## config.mk

```make
export PLATFORM = sky130hd
export DESIGN_NAME = tlzw_ctrl
export DESIGN_NICKNAME = d
export VERILOG_FILES = /design/src/rtl/tlzw_pkg.sv /design/src/rtl/tlzw_ctrl.sv
export SDC_FILE = /design/constraint.sdc
export NUM_CORES = 1
export LEC_CHECK = 0
export BUFFER_PORTS_ARGS = -buffer_cell sky130_fd_sc_hd__buf_2
export CAP_MARGIN = 30
export CORE_AREA = 2 2 39 41
export DETAILED_ROUTE_END_ITERATION = 12
export DIE_AREA = 0 0 41 43
export GPL_ROUTABILITY_DRIVEN = 0
export HOLD_SLACK_MARGIN = 0.03
export PLACE_DENSITY = 0.69
export SYNTH_ARGS = -nofsm -noshare
export SYNTH_HDL_FRONTEND = slang
export SYNTH_SLANG_ARGS = --single-unit
```

## constraint.sdc

```tcl
create_clock -name clk -period 1.2 [get_ports clk]
set_input_delay 0.24 -clock clk [delete_from_list [all_inputs] [get_ports clk]]
set_output_delay 0.24 -clock clk [all_outputs]
set_load 0.1 [all_outputs]
```

## src/rtl/tlzw_pkg.sv

```systemverilog
// ----------------------------------------------------------------------------
// tlzw_pkg
// Shared types and constants for the TIFF LZW decoder unit.
// ----------------------------------------------------------------------------
package tlzw_pkg;

    localparam int MAX_CODE_BITS = 12;
    localparam int TABLE_DEPTH   = 4096;
    localparam int CODE_W        = MAX_CODE_BITS;
    localparam int CNT_W         = 13;

    localparam logic [CODE_W-1:0] CODE_CLEAR = 12'd256;
    localparam logic [CODE_W-1:0] CODE_END   = 12'd257;
    localparam logic [CODE_W-1:0] FIRST_FREE = 12'd258;
    localparam logic [3:0]        START_BITS = 4'd9;

    localparam logic [1:0] ST_OK      = 2'd0;
    localparam logic [1:0] ST_REFUSED = 2'd1;
    localparam logic [1:0] ST_BAD     = 2'd2;
    localparam logic [1:0] ST_EMPTY   = 2'd3;

    typedef enum logic [1:0] {
        PH_IDLE,
        PH_DECODE,
        PH_DRAIN,
        PH_DISCARD
    } phase_t;

    typedef enum logic [1:0] {
        FIN_OK,
        FIN_END,
        FIN_BAD
    } fin_t;

    typedef enum logic [3:0] {
        S_IDLE,
        S_CLASS,
        S_LEADC,
        S_LEADP,
        S_WALK,
        S_WALKD,
        S_ADD,
        S_FIN,
        S_POPD,
        S_OUT
    } ctrl_state_t;

    typedef struct packed {
        logic pop_req;
        logic pop_done;
        logic idle_result;
        logic feed;
        logic clear;
        logic fin;
        fin_t fin_code;
        logic rd_code;
        logic grab_leadc;
        logic grab_leadp;
        logic walk_rd;
        logic walk_pop;
        logic walk_end;
        logic add;
    } dp_cmd_t;

    typedef struct packed {
        logic can_pop;
        logic can_feed;
        logic have_code;
        logic is_clear;
        logic is_end;
        logic known;
        logic prev_ok;
        logic walk_ext;
    } dp_stat_t;

endpackage

```

## src/rtl/tlzw_ctrl.sv

```systemverilog
// ----------------------------------------------------------------------------
// tlzw_ctrl
// Sequencer: steps one transaction through decode, chain walk and delivery.
// ----------------------------------------------------------------------------
module tlzw_ctrl (
    input  logic              clk,
    input  logic              rst_n,
    input  logic              in_valid,
    output logic              in_stall,
    output logic              res_valid,
    input  logic              res_stall,
    input  tlzw_pkg::dp_stat_t stat,
    output tlzw_pkg::dp_cmd_t  cmd
);
    import tlzw_pkg::*;

    ctrl_state_t state_reg, state_next;

    always_ff @(posedge clk or negedge rst_n)
    begin
        if (!rst_n)
            state_reg <= S_IDLE;
        else
            state_reg <= state_next;
    end

    always_comb
    begin
        state_next = state_reg;
        cmd        = '0;
        cmd.fin_code = FIN_OK;
        in_stall   = (state_reg != S_IDLE);
        res_valid  = (state_reg == S_OUT);
        unique case (state_reg)
            S_IDLE:
            begin
                if (in_valid)
                begin
                    if (stat.can_pop)
                    begin
                        cmd.pop_req = 1'b1;
                        state_next  = S_POPD;
                    end
                    else if (stat.can_feed)
                    begin
                        cmd.feed   = 1'b1;
                        state_next = S_CLASS;
                    end
                    else
                    begin
                        cmd.idle_result = 1'b1;
                        state_next      = S_OUT;
                    end
                end
            end
            S_CLASS:
            begin
                priority if (!stat.have_code)
                begin
                    cmd.fin    = 1'b1;
                    state_next = S_OUT;
                end
                else if (stat.is_clear)
                begin
                    cmd.clear  = 1'b1;
                    cmd.fin    = 1'b1;
                    state_next = S_OUT;
                end
                else if (stat.is_end)
                begin
                    cmd.fin      = 1'b1;
                    cmd.fin_code = FIN_END;
                    state_next   = S_OUT;
                end
                else if (!stat.known && !stat.prev_ok)
                begin
                    cmd.fin      = 1'b1;
                    cmd.fin_code = FIN_BAD;
                    state_next   = S_OUT;
                end
                else
                begin
                    cmd.rd_code = 1'b1;
                    state_next  = S_LEADC;
                end
            end
            S_LEADC:
            begin
                cmd.grab_leadc = 1'b1;
                state_next     = S_LEADP;
            end
            S_LEADP:
            begin
                cmd.grab_leadp = 1'b1;
                state_next     = S_WALK;
            end
            S_WALK:
            begin
                if (stat.walk_ext)
                begin
                    cmd.walk_rd = 1'b1;
                    state_next  = S_WALKD;
                end
                else
                begin
                    cmd.walk_end = 1'b1;
                    state_next   = S_ADD;
                end
            end
            S_WALKD:
            begin
                cmd.walk_pop = 1'b1;
                state_next   = S_WALK;
            end
            S_ADD:
            begin
                cmd.add    = 1'b1;
                state_next = S_FIN;
            end
            S_FIN:
            begin
                cmd.fin    = 1'b1;
                state_next = S_OUT;
            end
            S_POPD:
            begin
                cmd.pop_done = 1'b1;
                state_next   = S_OUT;
            end
            S_OUT:
            begin
                if (!res_stall)
                    state_next = S_IDLE;
            end
            default:
            begin
                state_next = S_IDLE;
            end
        endcase
    end

endmodule

```

==> run metrics, run 1 <==
synth unique cells 28; status aborted with a tool error; Mapped Area between 400 and 500 um^2; Clock Path Buffers 2; flop and latch count out of synthesis 4; Initial Util about a third; failing step 5_1_grt; Chip Height about 43 um; worst ep type top-level output; Mapped Cells 55; IO buf count 28; Top FF cell, synth dfrtp_1; net count of the mapped netlist 67; Synth top area share roughly 22%; synth cell count leaders nor2_1 (8), dfrtp_1 (4), nand2b_1 (4), nor3_1 (4); CTS sink cnt 4; Die Wd between 40 and 50 um; First Err [ERROR DPL-0038] Utilization greater than 100%, impossible to legalize; largest area contributor in the netlist dfrtp_1; Worst endpoint, post-GRT repair cmd[6]; ranking of synthesized cells by area dfrtp_1 (22%), nor2_1 (6.7%), nor4b_2 (6.7%); Async SR Flop Fraction 100%; most frequent cell after synthesis nor2_1; hpwl dp approximately 1500 um; mean area per synthesized cell roughly 8 um^2; yosys warns 0; Num CTS Buffers 3; Post-synth EDFFs 0; IO Pins 29; clock root buffer clkbuf_4; # placed instances about 120; largest net degree at the start of global routing 11; CTS H-tree lvls 1; post-synthesis sequential area ratio around 22%; Rows 14
per-stage QoR:
step,hold WS (ns),area (um^2),utilization (%),setup WS [ns]
after floorplan,-0.0556,597,-,-1.18
after detailed placement,0.0463,1130,81.6,-0.482
after global placement,0.0447,1130,81.6,-0.443
after CTS,0.245,1320,95.6,-0.680
repair_timing:
action	4_1_cts
setup buffers	6
resized for setup	26
hold buffers	1
setup endpoints to repair	20
endpoints found under the hold margin	4
pin swaps	10
kinds of logic after synthesis:
logic type / count (synthesis) / share of synthesized area (%)
AOI/OAI and AO/OA: 7 / 12.1
and+or+nand+nor: 35 / 51.1
buffers and inverters: 6 / 8.15
xor gates and xnor gates: 2 / 3.93
muxes: 1 / 2.25
DFF: 4 / 22.5
==> run 2, diff against run 1 <==
Settings changed: CORE_AREA 2 2 39 41 to 2 2 63 65, DIE_AREA 0 0 41 43 to 0 0 65 67, HOLD_SLACK_MARGIN 0.03 to not set, PLACE_DENSITY 0.69 to not set, PLACE_DENSITY_LB_ADDON set to 0.15.
Clock period 1.2 ns to 1.55 ns, I/O delays scaled along.
==> run metrics, run 2 <==
yosys warns 0 (unchanged); initial antenna violation count 0; FMAX around 530 MHz; Num CTS Buffers 3 (unchanged); slew margin rel. a little under three quarters; hpwl dp 1450 um (-1.8%); Hold Vio Cnt, Final 0; failing checks setup timing; CTS sink cnt 4 (unchanged); CP required roughly 1.2 ns; Antenna Cells 0; Initial Util 12.4% (-20 points); IO buf count 28 (unchanged); die area approximately 4400 um^2; final setup margin -0.328 ns; final hold slack between 0.3 and 0.4 ns; Chip Height 67 um (+56%); Mapped Area 445 um^2 (unchanged); clock-pin slew on the worst setup and hold paths ~0.03 ns; grt ovf 0; Tot GR Track Use just over 10%; Async SR Flop Fraction 100% (unchanged); final setup skew around 0.0010 ns; Post-route DRC 0; worst-skew pair later-pin latency 0.21 ns; vias in the first global route 728; largest area contributor in the netlist dfrtp_1; Power Density between 1500 and 2000 nW/um^2; commonest cells after routing, fill and taps aside buf_12 (20), buf_4 (18), buf_6 (13); CTS H-tree lvls 1 (unchanged); type of the tightest min-delay check primary input to flop; antenna viol nets, final 0; Hold Path Depth 3; startpoint type of the worst setup path flop; Post-synth EDFFs 0 (unchanged); CP bufs+invs 3; FF-to-FF path depth 6; Critical Path AT about 1.6 ns; CP dominant cell by count buf_6; slowest stage delay, CP 0.42 ns; VDD IR-drop max 0.954 mV; post-synthesis sequential area ratio 22.5% (unchanged); layout cells sized above 1 just over 80%; synth unique cells 28 (unchanged); Top FF cell, synth dfrtp_1; post-DR vias/cell 3.99; Synth top area share 22.5% (unchanged); max cap viols 0; flop and latch count out of synthesis 4 (unchanged); RSZ-0062 raised after global routing true; ranking of synthesized cells by area dfrtp_1 (22%), nor2_1 (6.7%), nor4b_2 (6.7%); first-pass detailed-route iteration total 3; clock root buffer clkbuf_8; Nets around 130; Mapped Cells 55 (unchanged); # placed instances 148 (+25%); Final Setup Violations 19; Crit. path cell count 6; most common cell after layout, fill and taps aside buf_12; net count of the mapped netlist 67 (unchanged); fin cells around 170; area of the core 3610 um^2; status complete, but fails checks; first-pass GRT wire length 3400 um; Worst setup EP type output port; most frequent cell after synthesis nor2_1; total power about 2.7 mW; IO Pins 29 (unchanged); CP cell instances nor2_4, nand4b_1, buf_6, buf_6, nor4_4, buf_12; total placed instance area 1180 um^2 (+4.8%); total routed wirelength roughly 2100 um; Die Wd 65 um (+59%); CP max FO 4; part of the cycle the worst path needs 121%; Final Cell Area 1550 um^2; Worst Tran Pin Value ~0.43 ns; worst setup path category flop to output port; max reg flops 4; Clock Path Buffers 2 (unchanged); # fillers approximately 340; synth-to-layout area growth 247%; Final min period roughly 1.9 ns; drt wl/cell 12.6 um; P_leak 0.651 nW; mean area per synthesized cell 8.10 um^2 (unchanged); CP delay by family, top buffers and inverters; Worst path slowest cell dfrtp_1; Vias between 600 and 700; synth cell count leaders nor2_1 (8), dfrtp_1 (4), nand2b_1 (4), nor3_1 (4); Rows 22 (+8); DRC violation total after the first TritonRoute iteration 11; largest net degree at the start of global routing 8; Slew Limit Fails 0; CTS tree yes
run 2: cell counts after synthesis:
Identical to the previous run, type by type.
run 2: power breakdown:
part	total (mW)	internal, mW	switching [mW]
Clock	0.220	0.166	0.0542
Sequential	0.210	0.147	0.0630
Combinational	2.29	1.07	1.23
Total	2.72	1.38	1.34
run 2: cell type report:
type                       count  area [um^2]  share of cell area (%)
clock buffer                   3         41.3                    2.67
multi-input combinational     45          588                    38.0
inverter                       2         7.51                   0.485
timing repair buffer          63          747                    48.3
tap                           48         60.1                    3.88
sequential                     4          103                    6.63
run 2: kinds of logic after synthesis:
| group | Yosys count | synth area share, % |
|---|---|---|
| simple gates | 35 | 51.1 |
| compound gates | 7 | 12.1 |
| buf+inv | 6 | 8.15 |
| flops | 4 | 22.5 |
| xor+xnor | 2 | 3.93 |
| mux | 1 | 2.25 |
run 2: path summary, 6_finish.rpt:
kind	start	to	slack (ns)
max in group asynchronous	rst_n	state_reg[0]$_DFFE_PN0P_	0.97
worst min-delay path	res_stall	state_reg[3]$_DFFE_PN0P_	0.32
min in group asynchronous	rst_n	state_reg[1]$_DFFE_PN0P_	0.44
worst max-delay path	state_reg[2]$_DFFE_PN0P_	cmd[8]	-0.33
worst max register to register	state_reg[2]$_DFFE_PN0P_	state_reg[0]$_DFFE_PN0P_	-0.16
worst min register to register	state_reg[3]$_DFFE_PN0P_	state_reg[2]$_DFFE_PN0P_	0.67
run 2: worst min-delay path: cells and delay by family:
kind	cells	cell delay, ns
buffers and inverters	1	0.09
and+or+nand+nor	2	0.09
run 2: repair_timing:
item	4_1_cts	5_1_grt
pin swaps	14	11
endpoints found under the setup margin	19	20
resized for setup	30	13
hold buffers	1	0
buffers inserted	12	4
endpoints found under the hold margin	4	0
run 2: metal layers:
| layer | global-route usage, % | vias up | routed length (um) |
|---|---|---|---|
| li1 | - | 324 | - |
| met1 | 11.6 | 311 | 870 |
| met2 | 18.7 | 21 | 1090 |
| met3 | 1.69 | 2 | 99 |
| met4 | 3.19 | 0 | 14 |
| met5 | 0 | - | 0 |
run 2: metrics by stage:
stage / setup WS [ns] / setup TNS (ns) / utilization [%]
after floorplan: -0.859 / -10.16 / -
after global placement: -0.157 / -1.28 / 32.8
after detailed placement: -0.172 / -1.50 / 32.8
after CTS: -0.389 / -4.59 / 40.7
after global routing: -0.380 / -5.02 / 42.9
final: -0.328 / -4.15 / 42.9
Power figures use the tool's default switching activity.
==> run 3, diff against run 2 <==
Clock period 1.55 ns to 2 ns, I/O delays scaled along.
==> run metrics, run 3 (synthesis gave the netlist of run 2 again) <==
status finished clean; RSZ-0062 raised after global routing true; CTS H-tree lvls 1 (unchanged); fin cells 148 (-10%); Nets 114 (-13%); post-DR vias/cell 3.89 (-2.4%); setup TNS 0 ns (+4.15 ns); max cap viols 0 (unchanged); antenna viol nets, final 0 (unchanged); Worst setup EP type output port; first-pass detailed-route iteration total 4 (+1); type of the tightest min-delay check primary input to flop; Clock Path Buffers 2 (unchanged); total placed instance area 1060 um^2 (-10%); P_leak 0.519 nW (-20%); # placed instances 134 (-9.5%); area of the core 3610 um^2 (unchanged); worst-skew pair later-pin latency 0.22 ns (about the same); Crit. path cell count 6 (unchanged); IO Pins 29 (unchanged); grt ovf 0 (unchanged); CP delay by family, top buffers and inverters; CP required 1.60 ns (+0.36 ns); Num CTS Buffers 3 (unchanged); first-pass GRT wire length 2790 um (-18%); drt wl/cell 11.3 um (-9.7%); Vias 576 (-12%); Hold Vio Cnt, Final 0 (unchanged); largest net degree at the start of global routing 10 (+2); Initial Util 12.4% (unchanged); Final min period about 2 ns; max reg flops 4 (unchanged); Power Density 1350 nW/um^2 (-23%); Chip Height 67 um (unchanged); FMAX 500 MHz; Rows 22 (unchanged); CTS sink cnt 4 (unchanged); die area 4360 um^2 (unchanged); Worst path slowest cell dfrtp_2; vias in the first global route 593 (-19%); Post-route DRC 0 (unchanged); total routed wirelength 1680 um (-19%); VDD IR-drop max 0.402 mV (-58%); Antenna Cells 0 (unchanged); CP dominant cell by count buf_12; Hold Path Depth 3 (unchanged); CTS tree yes; Die Wd 65 um (unchanged); Critical Path AT 1.60 ns (+0.03 ns); part of the cycle the worst path needs 99.9%; DRC violation total after the first TritonRoute iteration 14 (+3); CP bufs+invs 3 (unchanged); Worst Tran Pin Value 0.494 ns (+0.0622 ns); commonest cells after routing, fill and taps aside buf_12 (17), buf_4 (14), buf_2 (12); clock-pin slew on the worst setup and hold paths 0.03 ns (about the same); Slew Limit Fails 0 (unchanged); most common cell after layout, fill and taps aside buf_12; worst setup path category flop to output port; final setup skew 0.00492 ns (+0.00389 ns); Tot GR Track Use 8.27% (-1.8 points); slowest stage delay, CP 0.44 ns (+0.02 ns); synth-to-layout area growth 173%; startpoint type of the worst setup path flop; CP max FO 5 (+1); hpwl dp 1350 um (-6.9%); slew margin rel. 66.6% (-4.3 points); clock root buffer clkbuf_8; final setup margin 0.00159 ns (+0.330 ns); initial antenna violation count 0 (unchanged); IO buf count 28 (unchanged); Final Setup Violations 0 (-19); FF-to-FF path depth 5 (-1); Final Cell Area 1220 um^2 (-21%); CP cell instances nor2_4, nand4b_1, buf_6, buf_12, nor3b_4, buf_12; layout cells sized above 1 73.0% (-9.1 points); DP Worst Slack 0.0880 ns (+0.260 ns)
## run 3: worst reg2reg max path, delay by kind of cell (launching register included)
kind                   cells  cell delay [ns]
flip-flops                 1             0.44
AND/OR/NAND/NOR            1             0.50
buffers and inverters      1             0.17
AO/OA/AOI/OAI              3             0.60
## run 3: worst paths after layout
check | startpoint | to | slack [ns]
worst max-delay path | state_reg[2]$_DFFE_PN0P_ | cmd[7] | 0.002
worst min-delay path | res_stall | state_reg[3]$_DFFE_PN0P_ | 0.41
worst max register to register | state_reg[2]$_DFFE_PN0P_ | state_reg[0]$_DFFE_PN0P_ | 0.17
worst min register to register | state_reg[3]$_DFFE_PN0P_ | state_reg[2]$_DFFE_PN0P_ | 0.65
max in group asynchronous | rst_n | state_reg[2]$_DFFE_PN0P_ | 1.34
min in group asynchronous | rst_n | state_reg[0]$_DFFE_PN0P_ | 0.52
## run 3: timing repair
action | in CTS | in global routing
gates cloned | 0 | 0
setup buffers | 6 | 4
hold buffers | 1 | 0
setup endpoints to repair | 5 | 5
resized for setup | 6 | 1
pin swaps | 5 | 3
hold endpoints to repair | 4 | 0
## run 3: routing by layer
metal / vias up / wire length (um) / share of wire (%) / track usage (%)
met5: - / 0 / 0 / 0
li1: 289 / - / - / -
met2: 25 / 803 / 48 / 13.0
met4: 0 / 0 / 0 / 2.39
met3: 0 / 133 / 7.9 / 2.70
met1: 262 / 741 / 44 / 10.7
## run 3: through the flow
step	hold WS (ns)	total power, mW	utilization, %
6_report	0.409	1.64	33.8
5_1_grt	0.415	1.72	33.8
4_1_cts	0.411	1.63	32.9
3_5_place_dp	0.207	1.38	29.4
3_3_place_gp	0.211	1.38	29.4
2_1_floorplan	0.104	1.03	-
## run 3: cell type report
cell class,count,area [um^2]
fill,375,2390
multi-input combinational,45,473
sequential,4,104
tap,48,60.1
clock buffer,3,41.3
inverter,2,7.51
timing repair buffer,46,532
## run 3: power by group
| group | leakage (nW) | switching, mW | total, mW | internal [mW] |
|---|---|---|---|---|
| Sequential | 0.0477 | 0.0527 | 0.166 | 0.113 |
| Combinational | 0.450 | 0.789 | 1.31 | 0.521 |
| Clock | 0.0216 | 0.0388 | 0.167 | 0.128 |
